===== config.mk =====
export PLATFORM = sky130hd
export DESIGN_NAME = motion_region_direction_classifier
export DESIGN_NICKNAME = d
export VERILOG_FILES = /design/src/rtl/mrdc_pkg.sv /design/src/rtl/motion_region_direction_classifier.sv
export SDC_FILE = /design/constraint.sdc
export NUM_CORES = 1
export LEC_CHECK = 0
export ABC_AREA = 1
export CORE_MARGIN = 2
export CORE_UTILIZATION = 35
export DETAILED_ROUTE_END_ITERATION = 10
export DONT_BUFFER_PORTS = 1
export MAX_ROUTING_LAYER = met4
export PLACE_DENSITY = 0.57
export SLEW_MARGIN = 20
export SYNTH_ARGS = -nofsm -noshare
export SYNTH_HDL_FRONTEND = slang
export SYNTH_SLANG_ARGS = --single-unit

===== constraint.sdc =====
create_clock -name clk -period 8.85 [get_ports clk]
set_input_delay 1.3275 -clock clk [delete_from_list [all_inputs] [get_ports clk]]
set_output_delay 1.3275 -clock clk [all_outputs]
set_load 0.01 [all_outputs]

===== src/rtl/mrdc_pkg.sv =====
`timescale 1ns / 1ps

package mrdc_pkg;

  localparam int COORD_BITS = 13;
  localparam int CFG_BITS   = 14;
  localparam int THR_BITS   = 13;
  localparam int IDX_BITS   = 2;

  localparam logic [CFG_BITS-1:0] FRAME_WIDTH_RST  = CFG_BITS'(1920);
  localparam logic [CFG_BITS-1:0] FRAME_HEIGHT_RST = CFG_BITS'(1080);
  localparam logic [THR_BITS-1:0] DIR_THR_RST      = THR_BITS'(20);
  localparam logic [THR_BITS-1:0] QUIET_THR_RST    = THR_BITS'(5);

  localparam logic [IDX_BITS-1:0] CFG_FRAME_WIDTH  = 2'd0;
  localparam logic [IDX_BITS-1:0] CFG_FRAME_HEIGHT = 2'd1;
  localparam logic [IDX_BITS-1:0] CFG_DIR_THR      = 2'd2;
  localparam logic [IDX_BITS-1:0] CFG_QUIET_THR    = 2'd3;

  localparam logic OP_BOX       = 1'b0;
  localparam logic OP_FRAME_END = 1'b1;

  localparam logic [1:0] DIR_NONE  = 2'b00;
  localparam logic [1:0] DIR_RIGHT = 2'b01;
  localparam logic [1:0] DIR_LEFT  = 2'b10;

  localparam logic [1:0] REGION_LEFT  = 2'b01;
  localparam logic [1:0] REGION_RIGHT = 2'b10;

  typedef struct packed {
    logic                  opcode;
    logic [COORD_BITS-1:0] box_start_x;
    logic [COORD_BITS-1:0] box_start_y;
    logic [COORD_BITS-1:0] box_end_x;
    logic [COORD_BITS-1:0] box_end_y;
    logic                  box_shaking;
    logic [COORD_BITS-1:0] roi_start_x;
    logic [COORD_BITS-1:0] roi_end_x;
    logic [COORD_BITS-1:0] target_start_x;
    logic [COORD_BITS-1:0] target_end_x;
  } in_item_t;

  typedef struct packed {
    logic [1:0] motion_region;
    logic [1:0] motion_direction;
  } out_item_t;

endpackage


===== src/rtl/motion_region_direction_classifier.sv =====
`timescale 1ns / 1ps

// motion region and direction classifier
//
// input channel (in_valid / in_stall / in_data) takes one transaction per
// cycle when not stalled: an object box (opcode box) or an end of frame
// (opcode frame end). boxes not flagged as shaking are tested against the
// left and right bands and ORed into a region mask; they produce no output
// transaction. an end of frame produces one output transaction (out_valid /
// out_stall / out_data) with the region mask and a motion direction, then
// clears the mask. out_valid rises once the frame end has passed the input
// register and then the result register. throughput: one transaction per
// cycle, limited only by the single result register when the receiver stalls.
// when out_stall holds the result, further boxes are still absorbed; an end
// of frame waits in the input register and in_stall rises behind it.
// config port (cfg_valid / cfg_ready / cfg_index / cfg_data) is always ready
// and must be written only while the block is idle (not enforced by the block).
// reset (rst_n low, synchronous) restores register defaults, clears the mask,
// the previous region and the first-frame flag, and empties the pipeline.
module motion_region_direction_classifier (
  input  logic                                clk,
  input  logic                                rst_n,
  input  logic                                in_valid,
  output logic                                in_stall,
  input  mrdc_pkg::in_item_t                  in_data,
  output logic                                out_valid,
  input  logic                                out_stall,
  output mrdc_pkg::out_item_t                 out_data,
  input  logic                                cfg_valid,
  output logic                                cfg_ready,
  input  logic [mrdc_pkg::IDX_BITS-1:0]       cfg_index,
  input  logic [mrdc_pkg::CFG_BITS-1:0]       cfg_data
);
  import mrdc_pkg::*;

  function automatic logic [COORD_BITS-1:0] centre(input logic [COORD_BITS-1:0] s,
                                                   input logic [COORD_BITS-1:0] e);
    logic [COORD_BITS:0] sum;
    sum = {1'b0, s} + {1'b0, e} + (COORD_BITS+1)'(1);
    return sum[COORD_BITS:1];
  endfunction

  logic [CFG_BITS-1:0]   frame_width_r, frame_height_r;
  logic [THR_BITS-1:0]   dir_thr_r, quiet_thr_r;
  in_item_t              in_r;
  logic                  s1_valid_r, s1_valid_nxt;
  out_item_t             out_r, out_nxt;
  logic                  out_valid_r, out_valid_nxt;
  logic [1:0]            region_mask_r, region_mask_nxt;
  logic                  seen_r;
  logic [COORD_BITS-1:0] prev_roi_sx_r, prev_roi_ex_r;

  logic                  in_accept, s1_is_end, out_free, s1_go, fe_go, box_go;
  logic [CFG_BITS-3:0]   mid;
  logic                  box_ok, left_hit, right_hit;
  logic [COORD_BITS-1:0] c_prev, c_tar, c_cur, d_mag, d1_mag;
  logic                  tar_gt, cur_neg, moving, quiet;
  logic [1:0]            dir;

  assign cfg_ready = 1'b1;
  assign in_accept = in_valid && !in_stall;
  assign s1_is_end = (in_r.opcode == OP_FRAME_END);
  assign out_free  = !out_valid_r || !out_stall;
  assign s1_go     = s1_valid_r && (!s1_is_end || out_free);
  assign in_stall  = s1_valid_r && !s1_go;
  assign fe_go     = s1_go && s1_is_end;
  assign box_go    = s1_go && !s1_is_end && !in_r.box_shaking;

  // band tests
  always_comb begin
    mid    = frame_width_r[CFG_BITS-1:2];
    box_ok = (in_r.box_start_x <= in_r.box_end_x) && (in_r.box_start_y <= in_r.box_end_y)
             && ({1'b0, in_r.box_start_y} <= frame_height_r);
    left_hit  = box_ok && ({1'b0, in_r.box_start_x} < {2'b00, mid});
    right_hit = box_ok && ({2'b00, mid} <= {1'b0, in_r.box_end_x})
                && ({1'b0, in_r.box_start_x} < frame_width_r);
  end

  // direction
  always_comb begin
    c_prev  = centre(prev_roi_sx_r, prev_roi_ex_r);
    c_tar   = centre(in_r.target_start_x, in_r.target_end_x);
    c_cur   = centre(in_r.roi_start_x, in_r.roi_end_x);
    tar_gt  = c_tar > c_prev;
    d_mag   = tar_gt ? (c_tar - c_prev) : (c_prev - c_tar);
    cur_neg = c_cur < c_prev;
    d1_mag  = cur_neg ? (c_prev - c_cur) : (c_cur - c_prev);
    moving  = d_mag > dir_thr_r;
    quiet   = d1_mag < quiet_thr_r;
    dir     = DIR_NONE;
    if (seen_r && moving && !quiet) begin
      if (tar_gt && !cur_neg) begin
        dir = DIR_RIGHT;
      end else if (!tar_gt && cur_neg) begin
        dir = DIR_LEFT;
      end
    end
  end

  always_comb begin
    s1_valid_nxt = s1_valid_r;
    if (in_accept) begin
      s1_valid_nxt = 1'b1;
    end else if (s1_go) begin
      s1_valid_nxt = 1'b0;
    end
    out_valid_nxt = out_valid_r;
    out_nxt       = out_r;
    if (fe_go) begin
      out_valid_nxt            = 1'b1;
      out_nxt.motion_region    = region_mask_r;
      out_nxt.motion_direction = dir;
    end else if (!out_stall) begin
      out_valid_nxt = 1'b0;
    end
    region_mask_nxt = region_mask_r;
    if (fe_go) begin
      region_mask_nxt = 2'b00;
    end else if (box_go) begin
      region_mask_nxt = region_mask_r | (left_hit ? REGION_LEFT : 2'b00)
                        | (right_hit ? REGION_RIGHT : 2'b00);
    end
  end

  always_ff @(posedge clk) begin
    if (!rst_n) begin
      frame_width_r  <= FRAME_WIDTH_RST;
      frame_height_r <= FRAME_HEIGHT_RST;
      dir_thr_r      <= DIR_THR_RST;
      quiet_thr_r    <= QUIET_THR_RST;
    end else if (cfg_valid && cfg_ready) begin
      unique case (cfg_index)
        CFG_FRAME_WIDTH:  frame_width_r  <= cfg_data;
        CFG_FRAME_HEIGHT: frame_height_r <= cfg_data;
        CFG_DIR_THR:      dir_thr_r      <= cfg_data[THR_BITS-1:0];
        CFG_QUIET_THR:    quiet_thr_r    <= cfg_data[THR_BITS-1:0];
        default: ;
      endcase
    end
  end

  always_ff @(posedge clk) begin
    if (!rst_n) begin
      s1_valid_r    <= 1'b0;
      out_valid_r   <= 1'b0;
      region_mask_r <= 2'b00;
      seen_r        <= 1'b0;
      prev_roi_sx_r <= '0;
      prev_roi_ex_r <= '0;
    end else begin
      s1_valid_r    <= s1_valid_nxt;
      out_valid_r   <= out_valid_nxt;
      region_mask_r <= region_mask_nxt;
      if (fe_go) begin
        seen_r        <= 1'b1;
        prev_roi_sx_r <= in_r.roi_start_x;
        prev_roi_ex_r <= in_r.roi_end_x;
      end
    end
  end

  always_ff @(posedge clk) begin
    if (in_accept) begin
      in_r <= in_data;
    end
    out_r <= out_nxt;
  end

  assign out_valid = out_valid_r;
  assign out_data  = out_r;

  a_end_makes_result: assert property (@(posedge clk) disable iff (!rst_n)
    fe_go |=> out_valid)
    else $error("frame end did not produce a result");

  a_result_from_end: assert property (@(posedge clk) disable iff (!rst_n)
    $rose(out_valid) |-> $past(s1_valid_r && in_r.opcode == OP_FRAME_END))
    else $error("result without a frame end");

  a_mask_cleared: assert property (@(posedge clk) disable iff (!rst_n)
    fe_go |=> region_mask_r == 2'b00)
    else $error("region mask not cleared after frame end");

  a_first_frame_none: assert property (@(posedge clk) disable iff (!rst_n)
    fe_go && !seen_r |=> out_data.motion_direction == DIR_NONE)
    else $error("first frame reported a direction");

endmodule

==> flow_metrics.env, run 1 <==
export IMPL_grt_pass1_vias=10200
export IMPL_synth_nets=1947
export IMPL_pre_cts_slack_ns=3.70
export IMPL_seqPwrFrac_pct=36.9
export IMPL_yosys_area_top_type="edfxtp_1"
export IMPL_synth_xor_area_share_pct=3.24
export IMPL_dpl_hpwl_mm=26.4
export IMPL_ios=134
export IMPL_synth_top_family_by_area="simple AND/OR/NAND/NOR gates"
export IMPL_drive_gt1_share_pct=5.46
export IMPL_die_h_um=199
export IMPL_clock_fmax_mhz=193
export IMPL_crit_path_frequent_cell="nand2_1"
export IMPL_cp_max_fo=7
export IMPL_crit_path_end_kind="flip-flop"
export IMPL_multi_input_area_mm2=0.00718
export IMPL_dp_cells=2128
export IMPL_max_cap_viol_count=0
export IMPL_arrival_ns=5.39
export IMPL_wire_per_inst_um=15.1
export IMPL_io_buffers=0
export IMPL_top_layer_used="met4"
export IMPL_gp_congestion=0.937
export IMPL_synth_async_reset_ratio_pct=0
export IMPL_crit_type="reg2reg"
export IMPL_p_sw_uw=1020
export IMPL_rsz0062_at_grt="no"
export IMPL_maxSlewViolCount=0
export IMPL_ctsHoldBuffers=0
export IMPL_timing_setup_tns_ns=0
export IMPL_clock_skew_ns=0.00840
export IMPL_yosys_warnings=0
export IMPL_synthAdderAreaFrac_pct=17.2
export IMPL_drt_iter0_markers=627
export IMPL_grt_pass1_wl_mm=52.0
export IMPL_met3_length_mm=1.18
export IMPL_area_growth_pct=8.10
export IMPL_cpMaxStageDelayCell="fa_1"
export IMPL_post_synth_and_or_nand_nor_area_fraction_pct=21.0
export IMPL_max_slew_margin_rel_pct=31.7
export IMPL_antenna_cells=0
export IMPL_final_area_mm2=0.0143
export IMPL_crit_family="simple AND/OR/NAND/NOR gates"
export IMPL_antenna_found_initial=0
export IMPL_design_die_area_mm2=0.0395
export IMPL_synth_seq_cells=195
export IMPL_cpPeakStageDelay_ns=0.46
export IMPL_hold_viol_final=0
export IMPL_clockBufferDepth=2
export IMPL_cts_inserted_buffers=17
export IMPL_cts_tree="built"
export IMPL_register_area_mm2=0.00500
export IMPL_vias=10500
export IMPL_synth_cell_types=55
export IMPL_finalWorstSetupSlack_ns=3.68
export IMPL_pwr_share_comb_pct=36.9
export IMPL_synth_seq_area_share_pct=37.7
export IMPL_htreeDepth=4
export IMPL_fp_row_count=71
export IMPL_cp_data_required_time_ns=9.06
export IMPL_core_mm2=0.0375
export IMPL_placed_cell_area_mm2=0.0138
export IMPL_power_density_mw_per_mm2=195
export IMPL_drc=0
export IMPL_switching_share_pct=36.4
export IMPL_final_fill_count=3923
export IMPL_track_usage_pct=17.6
export IMPL_synth_edff_count=110
export IMPL_post_route_period_util_pct=58.5
export IMPL_netlist_area_mm2=0.0133
export IMPL_start_kind="flip-flop"
export IMPL_met2_length_mm=14.8
export IMPL_viasPerCell=4.84
export IMPL_final_setup_viol_count=0
export IMPL_start_util_pct=35.4
export IMPL_synth_area_leaders="edfxtp_1 25%, ha_1 16%, dfxtp_1 13%"
export IMPL_fin_cells=2160
export IMPL_grt_remaining_overflow=0
export IMPL_crit_buf_inv=3
export IMPL_ant_nets=0
export IMPL_synth_mux_area_share_pct=0
export IMPL_worst_slew_pin_slew_ns=1.01
export IMPL_syn_area_per_cell_um2=8.07
export IMPL_synth_compound_area_share_pct=12.6
export IMPL_synthCells=1642
export IMPL_post_cts_buffers=0
export IMPL_wl_mm=32.6
export IMPL_outcome="completed"
export IMPL_clkPwrFrac_pct=26.2
export IMPL_hp_class="reg2reg"
export IMPL_clk_latency_ns=0.46
export IMPL_synth_top_area_share_pct=24.9
export IMPL_met1_length_mm=15.7
export IMPL_firstDrtPassIters=5
export IMPL_final_nets=1941
export IMPL_p_leak_uw=0.00677
export IMPL_path_clk_slew_ns=0.08
export IMPL_ir_worst_vdd_v=0.000241
export IMPL_grt_max_degree=82
export IMPL_fin_crit_ns=5.17
export IMPL_root_buffer="clkbuf_16"
export IMPL_internal_power_uw=1780
export IMPL_synth_top_flop_cell="edfxtp_1"
export IMPL_postCtsResizedCells=0
export IMPL_cts_sinks=195
export IMPL_fin_util_pct=38.2
export IMPL_die_w_um=199
## layer usage
metal	track usage [%]	vias up
met5	-	-
met4	6.94	0
met3	3.09	48
met2	27.4	190
met1	22.8	4788
li1	-	5437
## worst paths after layout
| kind | start | to | slack [ns] | depth (start not counted) |
|---|---|---|---|---|
| worst max-delay path | prev_roi_ex_r[0]$_SDFFE_PN0P_ | out_data[0]$_SDFFCE_PN0P_ | 3.68 | 29 |
| worst min-delay path | region_mask_r[0]$_SDFFE_PP0P_ | out_data[2]$_DFFE_PP_ | 0.43 | 0 |
| worst min register to register | region_mask_r[0]$_SDFFE_PP0P_ | out_data[2]$_DFFE_PP_ | 0.43 | 0 |
| worst max register to register | prev_roi_ex_r[0]$_SDFFE_PN0P_ | out_data[0]$_SDFFCE_PN0P_ | 3.68 | 29 |
## worst reg2reg max path: cells and delay by family (launching register included)
kind / cells / cell delay [ns]
buffers and inverters: 3 / 0.27
AND/OR/NAND/NOR: 15 / 1.44
flip-flops: 1 / 0.30
AO/OA/AOI/OAI: 6 / 1.18
XOR/XNOR: 2 / 0.54
adder cells (fa/ha/maj): 3 / 1.21
## flip-flops by register name (all words and copies together) (netlist names)
signal	cells
region_mask_r	2
out_valid	1
frame_width_r	14
dir_thr_r	13
prev_roi_ex_r	13
prev_roi_sx_r	13
frame_height_r	14
s1_is_end	1
seen_r	1
in_r	105
quiet_thr_r	13
out_data	4
s1_valid_r	1
## stage by stage
stage	hold WS (ns)	total power, uW
floorplan	0.408	1860
global placement	0.414	2070
detailed placement	0.426	2090
CTS	0.429	2830
global route	0.449	3030
finish	0.430	2800
## layout by cell type, fill, tap and decap left out, drive strengths merged, types with 12 or more instances in the layout
master,count
nand2,385
inv,255
ha,171
a21oi,143
nor2,130
o21ai,122
edfxtp,110
dfxtp,85
nand3,67
xor2,35
nand4,29
clkbuf,23
xnor2,14
o21bai,12
o211ai,12
## power groups by stage
stage	clock network, uW	registers, uW	logic (uW)
3_5_place_dp	0	1050	1030
4_1_cts	760	1030	1040
6_report	732	1030	1030
3_3_place_gp	0	1050	1020
5_1_grt	791	1040	1200
2_1_floorplan	0	1050	815
## cells in the mapped netlist (all sizes together) (3+ instances only)
cell type  count
ha           171
nor3b          3
inv          249
nand2        385
fa             7
clkbuf        19
nand3         67
dfxtp         85
o21bai        12
nor3           7
a21o           3
xnor2         14
or2            4
nor2         130
nor4           5
buf            9
nand4         29
xor2          35
o21ai        122
a21oi        143
edfxtp       110
o211ai        12
## area by class of cell
class	count	share of cell area, %
Inverter	250	6.55
Clock inverter	9	0.471
Timing Repair Buffer	3	0.157
Multi-Input combinational cell	1169	50.1
Sequential cell	195	34.9
Tap cell	511	4.46
Clock buffer	23	3.37
## cells by family (layout without fill, tap and decap cells)
logic type	count (synthesis)	after routing
AO/OA/AOI/OAI	307	307
other	1	1
XOR/XNOR	49	49
adder cells (fa/ha/maj)	178	178
flip-flops	195	195
buffers and inverters	278	285
AND/OR/NAND/NOR	634	634
Power figures use the tool's default switching activity.
==> run 2, diff against run 1 <==
Settings changed: PLACE_DENSITY 0.57 to 0.59.
Clock period 8.85 ns to 4.5 ns, I/O delays scaled along.
==> run 2 against run 1 <==
Against the previous run:
- clock power grew 110%
- via count grew 4.9%
- count of clock-buffer cells in the layout shrank 4
- cell area grew 13%
- register-to-register slack lost 3.6 ns
- worst hold slack lost 0.13 ns
- largest power group is now combinational logic
- highest routed layer unchanged
==> flow_metrics.env, run 2 (synthesis gave the netlist of run 1 again) <==
export IMPL_outcome="completed"
export IMPL_cpPeakStageDelay_ns=0.46
export IMPL_htreeDepth=4
export IMPL_ios=134
export IMPL_hold_viol_final=0
export IMPL_register_area_mm2=0.00501
export IMPL_p_sw_uw=2300
export IMPL_hp_class="in2reg"
export IMPL_antenna_cells=0
export IMPL_viasPerCell=4.79
export IMPL_placed_cell_area_mm2=0.0146
export IMPL_clk_latency_ns=0.46
export IMPL_clock_skew_ns=0.00915
export IMPL_grt_remaining_overflow=0
export IMPL_power_density_mw_per_mm2=388
export IMPL_p_leak_uw=0.00752
export IMPL_arrival_ns=4.75
export IMPL_core_mm2=0.0375
export IMPL_crit_type="reg2reg"
export IMPL_start_util_pct=35.4
export IMPL_switching_share_pct=36.7
export IMPL_crit_path_frequent_cell="nand2_1"
export IMPL_drc=0
export IMPL_final_area_mm2=0.0162
export IMPL_die_w_um=199
export IMPL_crit_path_end_kind="flip-flop"
export IMPL_ant_nets=0
export IMPL_firstDrtPassIters=7
export IMPL_wl_mm=34.2
export IMPL_whs_endpoint="in_r[93]$_DFFE_PP_"
export IMPL_pre_cts_slack_ns=-0.274
export IMPL_grt_pass1_wl_mm=52.5
export IMPL_rr_worst_depth=31
export IMPL_cpMaxStageDelayCell="edfxtp_1"
export IMPL_final_nets=2071
export IMPL_ir_worst_vdd_v=0.000248
export IMPL_cp_data_required_time_ns=4.83
export IMPL_max_slew_margin_rel_pct=33.5
export IMPL_fp_row_count=71
export IMPL_drt_iter0_markers=605
export IMPL_area_growth_pct=21.8
export IMPL_cts_inserted_buffers=17
export IMPL_worstHoldStart="in_data[93]"
export IMPL_post_route_period_util_pct=98.3
export IMPL_clock_fmax_mhz=226
export IMPL_fin_crit_ns=4.42
export IMPL_finalWorstSetupSlack_ns=0.0766
export IMPL_vias=11000
export IMPL_gp_congestion=0.870
export IMPL_largest_register="in_r"
export IMPL_layout_commonest_cell="nand2_1"
export IMPL_timing_setup_tns_ns=0
export IMPL_pwr_share_comb_pct=43.1
export IMPL_wire_per_inst_um=14.9
export IMPL_clkPwrFrac_pct=24.4
export IMPL_track_usage_pct=17.6
export IMPL_io_buffers=0
export IMPL_regToRegStartpoint="in_r[14]$_DFFE_PP_"
export IMPL_start_kind="flip-flop"
export IMPL_fin_cells=2290
export IMPL_root_buffer="clkbuf_16"
export IMPL_seqPwrFrac_pct=32.5
export IMPL_rsz0062_at_grt="yes"
export IMPL_final_setup_viol_count=0
export IMPL_dp_cells=2238
export IMPL_fin_util_pct=43.1
export IMPL_cp_max_fo=4
export IMPL_antenna_found_initial=0
export IMPL_drive_gt1_share_pct=19.2
export IMPL_clockBufferDepth=2
export IMPL_worst_slew_pin_slew_ns=0.989
export IMPL_hold_depth=0
export IMPL_die_h_um=199
export IMPL_cts_sinks=195
export IMPL_maxSlewViolCount=0
export IMPL_path_clk_slew_ns=0.08
export IMPL_reg_top3="in_r (105), frame_height_r (14), frame_width_r (14)"
export IMPL_grt_max_degree=82
export IMPL_multi_input_area_mm2=0.00797
export IMPL_mostFrequentLayoutCells="344 x nand2_1, 237 x inv_1, 139 x ha_1"
export IMPL_dpl_hpwl_mm=27.2
export IMPL_grt_pass1_vias=10400
export IMPL_design_die_area_mm2=0.0395
export IMPL_final_fill_count=3796
export IMPL_cts_tree="built"
export IMPL_max_cap_viol_count=0
export IMPL_largest_reg_flops=105
export IMPL_r2r_setup_slack_ns=0.08
export IMPL_r2r_end="out_data[1]$_SDFFCE_PP0P_"
export IMPL_internal_power_uw=3970
## run 2: through the flow
| stage | power [uW] | hold WS, ns |
|---|---|---|
| 2_1_floorplan | 3660 | 0.408 |
| 4_1_cts | 6030 | 0.280 |
| 3_5_place_dp | 4420 | 0.420 |
| 5_1_grt | 6740 | 0.276 |
| 3_3_place_gp | 4390 | 0.414 |
| 6_report | 6270 | 0.302 |
## run 2: how the worst max path moves through the flow
stage / to / start / cells past startpoint
floorplan: out_data[1]$_SDFFCE_PP0P_ / prev_roi_ex_r[0]$_SDFFE_PN0P_ / 33
global placement: out_data[0]$_SDFFCE_PN0P_ / in_r[13]$_DFFE_PP_ / 25
detailed placement: out_data[0]$_SDFFCE_PN0P_ / in_r[13]$_DFFE_PP_ / 25
CTS: out_data[0]$_SDFFCE_PN0P_ / in_r[13]$_DFFE_PP_ / 26
global route: out_data[0]$_SDFFCE_PN0P_ / in_r[0]$_DFFE_PP_ / 30
finish: out_data[1]$_SDFFCE_PP0P_ / in_r[14]$_DFFE_PP_ / 31
## run 2: worst max-delay path: cells and delay by family, from the launching register on
kind / cells / cell delay, ns
AOI/OAI and AO/OA: 9 / 1.25
xor gates and xnor gates: 1 / 0.29
adders and majority gates: 3 / 0.87
buffers and inverters: 2 / 0.19
DFF: 1 / 0.46
and+or+nand+nor: 16 / 1.21
## run 2: routing by layer
| layer | share of wire (%) | GRT usage (%) | up-vias |
|---|---|---|---|
| li1 | - | - | 5694 |
| met5 | 0 | - | - |
| met2 | 47 | 28.2 | 200 |
| met4 | 2.3 | 5.67 | 0 |
| met3 | 3.2 | 2.66 | 49 |
| met1 | 47 | 22.9 | 5029 |
## run 2: area by class of cell
cell class                      count  area share (%)
Clock buffer                       19            2.81
Inverter                          250            5.86
Sequential cell                   195            31.0
Timing Repair Buffer              133            6.20
Clock inverter                     13           0.829
Tap cell                          511            3.96
Multi-Input combinational cell   1169            49.3
## run 2: what timing repair did
item                       4_1_cts  5_1_grt
resized for setup               33      117
hold buffers                     0        0
setup endpoints to repair        2        2
pin swaps                        7       47
setup buffers                    3       18
## run 2: power by group through the flow
stage / Clock [uW] / Sequential [uW] / Combinational [uW]
after CTS: 1570 / 2030 / 2430
after floorplan: 0 / 2060 / 1600
final: 1530 / 2040 / 2700
after global routing: 1640 / 2050 / 3050
after global placement: 0 / 2070 / 2320
after detailed placement: 0 / 2070 / 2350
